[config.mk]
export PLATFORM = sky130hd
export DESIGN_NAME = rmu_cell
export DESIGN_NICKNAME = d
export VERILOG_FILES = /design/src/design/rmu_pkg.sv /design/src/design/rmu_cell.sv
export SDC_FILE = /design/constraint.sdc
export NUM_CORES = 1
export LEC_CHECK = 0
export BUFFER_PORTS_ARGS = -buffer_cell sky130_fd_sc_hd__buf_4
export CORE_MARGIN = 1
export CORE_UTILIZATION = 35
export CTS_CLUSTER_DIAMETER = 40
export DETAILED_ROUTE_END_ITERATION = 8
export GPL_TIMING_DRIVEN = 0
export HOLD_SLACK_MARGIN = 0.05
export PLACE_DENSITY = 0.79
export SYNTH_ARGS = -nofsm -noshare
export SYNTH_HDL_FRONTEND = slang
export SYNTH_SLANG_ARGS = --single-unit
[constraint.sdc]
create_clock -name clk -period 3.8 [get_ports clk]
set_input_delay 0.19 -clock clk [delete_from_list [all_inputs] [get_ports clk]]
set_output_delay 0.19 -clock clk [all_outputs]
set_load 0.01 [all_outputs]
[src/design/rmu_pkg.sv]
package rmu_pkg;

  // Field widths
  localparam int SAMPLE_W = 32;
  localparam int MEDIAN_W = 33;
  localparam int COUNT_W  = 9;

  // Packed widths of the stream ports
  localparam int S_TDATA_W = 32;
  localparam int M_TDATA_W = 48;

  // Control sequencer states
  typedef enum logic [0:0] {
    ST_IDLE,
    ST_WAIT
  } rmu_state_t;

endpackage

[src/design/rmu_cell.sv]
module rmu_cell #(
  parameter int IDX_W = 8,
  parameter int CNT_W = 9,
  parameter int INDEX = 0
) (
  input  logic                                clk,
  input  logic                                load,
  input  logic signed [rmu_pkg::SAMPLE_W-1:0] x,
  input  logic [CNT_W-1:0]                    fill,
  input  logic                                left_gt,
  input  logic signed [rmu_pkg::SAMPLE_W-1:0] left_value,
  input  logic [IDX_W-1:0]                    lo_idx,
  input  logic [IDX_W-1:0]                    hi_idx,
  output logic                                gt,
  output logic signed [rmu_pkg::SAMPLE_W-1:0] value,
  output logic [2*rmu_pkg::SAMPLE_W-1:0]      leaf
);
  import rmu_pkg::*;

  logic held;

  // Entry is live when its position is below the fill level
  assign held = CNT_W'(INDEX) < fill;
  assign gt   = held && (value > x);

  // Insert step: shift from the left, take the sample, or keep
  always_ff @(posedge clk) begin
    if (load) begin
      if (left_gt) begin
        value <= left_value;
      end else if (gt || !held) begin
        value <= x;
      end
    end
  end

  // Offer the value to the median read-out when selected
  assign leaf[SAMPLE_W-1:0]          = (lo_idx == IDX_W'(INDEX)) ? value : '0;
  assign leaf[2*SAMPLE_W-1:SAMPLE_W] = (hi_idx == IDX_W'(INDEX)) ? value : '0;

endmodule

==> metrics.txt, run 1 <==
status=complete, no violations; CP Launch Point=value[31]; wire length per cell=14.5 um; Core Rows=31; Avg Synthesized Cell Area=8.55 um2; multiplexer share of the synthesized area=0.433%; Worst IR Drop VDD=0.138 mV; critical path type=register to register; Largest regs=value (32); Reg clk slew, reported paths=70 ps; Seq cells post-synth=32; post-route ant nets=0; max FFs per register=32; Post-CTS Repair Setup Buffers=0; CP cell instances=ha_1, nand4_1, nor4_1, nand2_1, and3_2, nand2_1, nand4_1, buf_16; layout cell share with drive strength beyond 1=39.0%; Slew Viols, Final=0; Req. time, crit path=3830 ps; DRT iter0 DRCs=80; Initial Util=36.0%; clock sinks=32; CTS Buf Count=5; FF-to-FF setup slack=300 ps; Rel. slew slack=27.7%; post-synthesis simple-gate area fraction=28.6%; WP data arrival=3540 ps; Final Cell Area=0.00424 mm2; f_max=0.285 GHz; Via Count=2920; max layer used=met4; main combinational cell family by area after synthesis=simple AND/OR/NAND/NOR gates; Mapped Cells=304; total power=0.00115 W; Worst Slack Setup Final=295 ps; DRT Pass-1 Iters=4; xor/xnor share of the synthesized area=0%; clk_skew=6.99 ps; Final period util=92.2%; Die ar.=0.00778 mm2; WHS Path Cells=3; Setup-failing EPs final=0; root buf cell=clkbuf_8; residual DRC count=0; post-CTS resize count=0; Tightest Pin Transition=1080 ps; reg-to-reg critical path endpoint=value[14]; CP bufs+invs=1; Core Footprint=0.00721 mm2; CTS tree=done; worst r2r path cells=8; Final Hold Fails=0; Max Cap Viol=0; clock buffer depth=2; largest net degree at the start of global routing=18; I/O Buffers=187; commonest non-fill, non-tap cell in the layout=buf_4; post-synthesis compound-gate area fraction=12.1%; most frequent cells in the layout=187 x buf_4, 62 x and2_1, 40 x nand2_1; die width=88.2 um; Reg with most FFs=value; DP Area=0.00416 mm2; Post-Syn Area=0.00260 mm2; Final Util=58.7%; Synth Area in Adders=15.4%; power density cells=272 mW/mm2; critical path endpoint=value[14]; dpl hpwl=6990 um; startpoint types=register; WL met1=3550 um; LEAKAGE=2.15 nW; RSZ-0062 raised after global routing=false; min-delay src=left_value[12]; Ports=189; NumNets Final=623; met2 WL=4490 um; CP Capture Type=register; Area Growth Syn to Fin=62.9%; gr usage total=21.1%; critical path depth=8; r2r startpoint=value[31]; crit path time final=3500 ps; slowest stage delay, CP=830 ps; first-pass GRT wire length=12200 um; pre-CTS WS=200 ps; DR WL met3=547 um; Yosys Warn Count=0; worst skew pair latency=280 ps; Antenna Cells=0; register area share after synthesis=37.0%; total wire length=8670 um; number of global-route vias before repair=2547; worst hold path type=primary input to register; worst-path maximum fanout=17; GRT overflow=0; Via density=4.87; CP top delay family=simple AND/OR/NAND/NOR gates; Slowest cell on crit path=nand4_1; Post-CTS Hold Buffers=0; routability cong.=0.809; initial antenna violation count=0; Die Y=88.2 um; syn_nets=428; H-tree depth=2; Yosys cell types=25
-- power by group --
| group | switching, W | total, W | internal [W] |
|---|---|---|---|
| logic | 0.000188 | 0.000391 | 0.000203 |
| clock network | 0.000126 | 0.000254 | 0.000128 |
| registers | 0.0000497 | 0.000508 | 0.000458 |
| total | 0.000364 | 0.00115 | 0.000789 |
-- through the flow --
step,hold slack [ps],instances,setup TNS (ps)
2_1_floorplan,377,304,0
3_5_place_dp,473,591,0
6_report,182,599,0
5_1_grt,182,599,0
4_1_cts,177,599,0
3_3_place_gp,466,590,-9520
-- routing by layer --
layer	GRT usage, %	up-vias
met5	0	-
met1	25.4	1363
met4	6.01	0
li1	-	1438
met2	39.1	112
met3	2.73	7
-- Yosys cell counts (all sizes together) --
library cell	number	share of area, %
nand4	9	2.2
and3	1	0.29
nor2b	1	0.24
a2111oi	1	0.34
ha	32	15
a211o	1	0.34
nand3b	1	0.29
a221o	2	0.77
or3b	1	0.34
or4	5	1.4
nor4	4	0.96
o21ai	36	6.9
nor2	6	0.87
nand2	40	5.8
and2	62	15
nand3	4	0.77
a21oi	13	2.5
clkbuf	13	1.9
nor3	3	0.58
mux2	1	0.43
edfxtp	32	37
inv	32	4.6
o211ai	1	0.29
a21o	2	0.58
o31a	1	0.34
-- logic make-up (layout without fill, tap and decap cells) --
family | after synthesis | in the layout
AO/OA/AOI/OAI | 57 | 57
adder cells (fa/ha/maj) | 32 | 32
buffers and inverters | 45 | 241
flip-flops | 32 | 32
multiplexers | 1 | 1
AND/OR/NAND/NOR | 137 | 137
-- final cells by class --
class | count | area (um2)
inverter | 32 | 120
clock inverter | 1 | 3.75
fill | 657 | 2980
multi-input combinational | 227 | 1470
sequential | 32 | 961
timing repair buffer | 188 | 1430
buffer | 13 | 48.8
clock buffer | 7 | 76.3
tap | 99 | 124
-- how the worst min path moves through the flow --
stage	to
2_1_floorplan	value[30]
5_1_grt	value[9]
3_5_place_dp	value[12]
3_3_place_gp	value[1]
4_1_cts	value[25]
6_report	value[12]
-- tightest hold or removal path, stage by stage --
cell     delay (ps)
buf_4            70
nand2_1          40
o21ai_0          50
Note: power is estimated with default switching activity, not from simulation.
==> run 2, diff against run 1 <==
--- a/config.mk
+++ b/config.mk
@@ -12,6 +12,7 @@
 export DETAILED_ROUTE_END_ITERATION = 8
 export GPL_TIMING_DRIVEN = 0
 export HOLD_SLACK_MARGIN = 0.05
+export MAX_ROUTING_LAYER = met4
 export PLACE_DENSITY = 0.79
 export SYNTH_ARGS = -nofsm -noshare
 export SYNTH_HDL_FRONTEND = slang
==> metrics.txt, run 2 (synthesized netlist as in run 1, its figures left out) <==
Final Hold Fails=0; number of global-route vias before repair=2552; Via Count=2914; Core Footprint=0.00721 mm2; CTS Buf Count=5; Setup-failing EPs final=0; RSZ-0062 raised after global routing=false; initial antenna violation count=0; CP Capture Type=register; layout cell share with drive strength beyond 1=39.0%; NumNets Final=623; Tightest Pin Transition=1080 ps; Reg area=961 um2; max layer used=met4; f_max=0.286 GHz; DR WL met3=585 um; Worst IR Drop VDD=0.139 mV; Antenna Cells=0; Area Growth Syn to Fin=62.9%; status=complete, no violations; power share of the sequential group=44.0%; power density cells=272 mW/mm2; Internal Power=0.000789 W; residual DRC count=0; clk_skew=7.41 ps; Largest regs=value (32); I/O Buffers=187; worst hold path type=primary input to register; Initial Util=36.0%; clock buffer depth=2; Reg clk slew, reported paths=70 ps; max FFs per register=32; wire length per cell=14.5 um; Final period util=92.2%; setup TNS=0 ps; crit path time final=3500 ps; Core Rows=31; DRT iter0 DRCs=80; Die Y=88.2 um; commonest non-fill, non-tap cell in the layout=buf_4; Reg with most FFs=value; Req. time, crit path=3830 ps; Multi-input gate area=0.00147 mm2; switching power=0.000364 W; dpl hpwl=6990 um; startpoint types=register; sw frac=31.6%; CTS tree=done; critical path type=register to register; LEAKAGE=2.15 nW; Filler Cells Inserted=657; met2 WL=4480 um; gr usage total=21.8%; Clock Power Share=22.1%; routability cong.=0.821; Max Cap Viol=0; most frequent cells in the layout=187 x buf_4, 62 x and2_1, 40 x nand2_1; Gate power share=33.9%; worst-path maximum fanout=17; first-pass GRT wire length=12200 um; root buf cell=clkbuf_8; Final Cell Area=0.00424 mm2; post-route ant nets=0; Via density=4.86; clock sinks=32; H-tree depth=2; worst skew pair latency=280 ps; total wire length=8670 um; largest net degree at the start of global routing=18; Ports=189; DRT Pass-1 Iters=4; WL met1=3540 um; WP data arrival=3530 ps; Die ar.=0.00778 mm2; DP Area=0.00416 mm2; Rel. slew slack=27.7%; Slew Viols, Final=0; die width=88.2 um; GRT overflow=0
-- run 2: cell counts in the layout (fill, tap and decap cells not counted) --
Identical to the previous run, type by type.
-- run 2: area by class of cell --
class,instances,share of cell area (%)
plain buffers,13,1.15
clock buffers,7,1.80
clock inverters,1,0.0886
inverters,32,2.84
multi-input cells,227,34.7
flip-flops and latches,32,22.7
well taps,99,2.92
repair buffers,188,33.8
-- run 2: stage by stage --
stage / hold WS, ps / power (W) / std cells / setup WS [ps] / utilization (%)
2_1_floorplan: 377 / 0.000682 / 304 / 592 / -
3_3_place_gp: 466 / 0.000881 / 590 / -299 / 57.2
3_5_place_dp: 473 / 0.000908 / 591 / 200 / 57.6
4_1_cts: 177 / 0.00116 / 599 / 211 / 58.7
5_1_grt: 179 / 0.00122 / 599 / 10.5 / 58.7
6_report: 181 / 0.00115 / 599 / 298 / 58.7
-- run 2: path summary, 6_finish.rpt --
| check | start | to | slack (ps) | cells past startpoint |
|---|---|---|---|---|
| setup / recovery | value[31] | value[14] | 300 | 8 |
| hold / removal | left_value[12] | value[12] | 180 | 3 |
| setup reg to reg | value[31] | value[14] | 300 | 8 |
| hold reg to reg | value[31] | value[29] | 1920 | 4 |
-- run 2: metal layers --
layer	up-vias	global-route usage [%]
met2	124	39.2
li1	1438	-
met1	1348	25.6
met4	0	5.57
met3	4	2.92
met5	-	-
-- run 2: critical path: stages, from the launching register on --
cell and delay, ps:
edfxtp_1 450, ha_1 400, nand4_1 210, nor4_1 430, nand2_1 130, and3_2 240
nand2_1 60, nand4_1 830, buf_16 490
-- run 2: what timing repair did --
item	in CTS	in global routing
setup buffers	0	0
endpoints found under the setup margin	0	7
hold buffers	0	0
resized for setup	0	0
-- run 2: power groups by stage --
stage                     clock [W]  combinational (W)  sequential (W)
after floorplan                   0           0.000158        0.000524
after global placement            0           0.000366        0.000515
after detailed placement          0           0.000392        0.000516
after CTS                  0.000263           0.000393        0.000509
after global routing       0.000274           0.000434        0.000516
final                      0.000255           0.000391        0.000508
==> run 3, diff against run 2 <==
--- a/config.mk
+++ b/config.mk
@@ -5,10 +5,12 @@
 export SDC_FILE = /design/constraint.sdc
 export NUM_CORES = 1
 export LEC_CHECK = 0
+export ABC_AREA = 1
 export BUFFER_PORTS_ARGS = -buffer_cell sky130_fd_sc_hd__buf_4
 export CORE_MARGIN = 1
 export CORE_UTILIZATION = 35
 export CTS_CLUSTER_DIAMETER = 40
+export CTS_CLUSTER_SIZE = 24
 export DETAILED_ROUTE_END_ITERATION = 8
 export GPL_TIMING_DRIVEN = 0
 export HOLD_SLACK_MARGIN = 0.05
==> metrics.txt, run 3 <==
largest net degree at the start of global routing=18; Finished Layout Cells=658; CP Capture Type=register; Rel. slew slack=53.5%; clock sinks=32; Post-CTS Hold Buffers=0; commonest cells in the synthesized netlist=75 x nor2_1, 72 x inv_1, 72 x nand2_1; Filler Cells Inserted=667; Yosys cell types=22; Ports=189; power share of the sequential group=43.7%; Clock Power Share=24.3%; max FFs per register=32; Internal Power=0.000730 W; Setup-failing EPs final=0; Area Growth Syn to Fin=62.9%; Final period util=71.3%; clock buffer depth=2; worst-path maximum fanout=17; Seq cells post-synth=32; Min Hold Slack=184 ps; CTS tree=done; RSZ-0062 raised after global routing=false; DRT iter0 DRCs=77; initial antenna violation count=0; CP bufs+invs=1; Synth top area share=36.8%; clk_skew=6.15 ps; worst skew pair latency=280 ps; Synth area leader=edfxtp_1; GRT overflow=0; Yosys Warn Count=0; I/O Buffers=187; CP cell instances=ha_1, a21oi_1, o21a_1, nand2_1, a21oi_1, nand2_1, nand2_1, nand3_2, a21oi_4, buf_16; slowest stage delay, CP=590 ps; post-CTS resize count=0; register area share after synthesis=36.8%; Largest regs=value (32); Async S/R FF share, synth=0%; H-tree depth=2; Via density=4.56; setup TNS=0 ps; Main synth FF type=edfxtp_1; Placed Cells=650; Post-synth EDFFs=32; CP top delay family=compound AO/OA/AOI/OAI gates; gr usage total=21.7%; Top cell by count, worst path=nand2_1; die width=88.4 um; commonest non-fill, non-tap cell in the layout=buf_4; Core Footprint=0.00721 mm2; Max Cap Viol=0; most common cell in the netlist=nor2_1; Post-CTS Repair Setup Buffers=0; CTS Buf Count=5; DRT Pass-1 Iters=4; switching power=0.000324 W; status=complete, no violations; routability cong.=0.856; Initial Util=36.2%; Reg with most FFs=value; f_max=0.369 GHz; syn_nets=487; critical path type=register to register; number of global-route vias before repair=2766; wire length per cell=13.0 um; dpl hpwl=7050 um; Final Util=58.9%; Gate power share=32.0%; power density cells=248 mW/mm2; Mapped Cells=363; WP data arrival=2710 ps; worst hold path type=primary input to register; Slowest cell on crit path=a21oi_4; residual DRC count=0; Core Rows=31; layout cell share with drive strength beyond 1=36.0%; LEAKAGE=2.37 nW; Reg clk slew, reported paths=70 ps; Worst IR Drop VDD=0.143 mV; first-pass GRT wire length=12500 um; Die ar.=0.00781 mm2; Antenna Cells=0; Final Hold Fails=0; most frequent cells in the layout=187 x buf_4, 75 x nor2_1, 72 x inv_1, 72 x nand2_1, 33 x o21ai_0; Slew Viols, Final=0; total wire length=8560 um; Synth area leaders=edfxtp_1 37%, ha_1 15%, nor2_1 11%; Post-Syn Area=0.00261 mm2; critical path depth=10; NumNets Final=682; worst r2r path cells=10; Tightest Pin Transition=696 ps; Req. time, crit path=3800 ps; Via Count=3003; crit path time final=2710 ps; WHS Path Cells=3; sw frac=30.7%; startpoint types=register; post-route ant nets=0; Die Y=88.4 um; root buf cell=clkbuf_8; Avg Synthesized Cell Area=7.19 um2
run 3: cell count changes in the layout (fill, tap and decap cells not counted), moves of 4 or more:
cell and change:
nor2_1 +69, and2_1 -62, inv_1 +40, nand2_1 +32, nand4_1 -8, or4_1 -5, clkbuf_1 -4
run 3: through the flow:
step | total power [W] | instance area [um2] | setup slack, ps
finish | 0.00105 | 4250 | 1090
global route | 0.00112 | 4250 | 885
CTS | 0.00106 | 4250 | 1080
detailed placement | 0.000806 | 4170 | 1090
global placement | 0.000784 | 4140 | 438
floorplan | 0.000626 | 2610 | 991
run 3: layout make-up:
type	count	area, um2	area share, %
Timing Repair Buffer	188	1430	33.7
Clock buffer	7	76.3	1.79
Sequential cell	32	961	22.6
Tap cell	99	124	2.91
Buffer	13	50.0	1.18
Multi-Input combinational cell	245	1330	31.3
Inverter	73	274	6.44
Clock inverter	1	3.75	0.0883
run 3: worst reg2reg max path, delay by kind of cell, from the launching register on:
kind | cells | cell delay (ps)
adder cells (fa/ha/maj) | 1 | 360
AO/OA/AOI/OAI | 4 | 1060
flip-flops | 1 | 420
buffers and inverters | 1 | 240
AND/OR/NAND/NOR | 4 | 330
run 3: final timing paths:
check | slack (ps) | endpoint | startpoint
worst max-delay path | 1090 | value[23] | value[31]
worst min-delay path | 180 | value[25] | left_value[25]
worst max register to register | 1090 | value[23] | value[31]
worst min register to register | 1200 | value[0] | value[31]
run 3: power by group through the flow:
| stage | combinational (W) | sequential, W | clock, W |
|---|---|---|---|
| final | 0.000337 | 0.000461 | 0.000256 |
| after global routing | 0.000379 | 0.000465 | 0.000277 |
| after CTS | 0.000340 | 0.000461 | 0.000264 |
| after detailed placement | 0.000338 | 0.000468 | 0 |
| after global placement | 0.000316 | 0.000468 | 0 |
| after floorplan | 0.000148 | 0.000478 | 0 |
run 3: kinds of logic (layout without fill, tap and decap cells):
family	count (synthesis)	in the layout	synth area share, %
AOI/OAI and AO/OA	51	51	10.2
muxes	1	1	0.431
DFF	32	32	36.8
adders and majority gates	32	32	15.3
and+or+nand+nor	161	161	24.8
buffers and inverters	86	282	12.4
run 3: layer usage:
layer | track usage, % | wire length, um | up-vias
met1 | 24.4 | 3490 | 1327
met3 | 3.45 | 583 | 10
met4 | 6.16 | 110 | 0
li1 | - | - | 1534
met5 | - | 0 | -
met2 | 39.6 | 4380 | 132
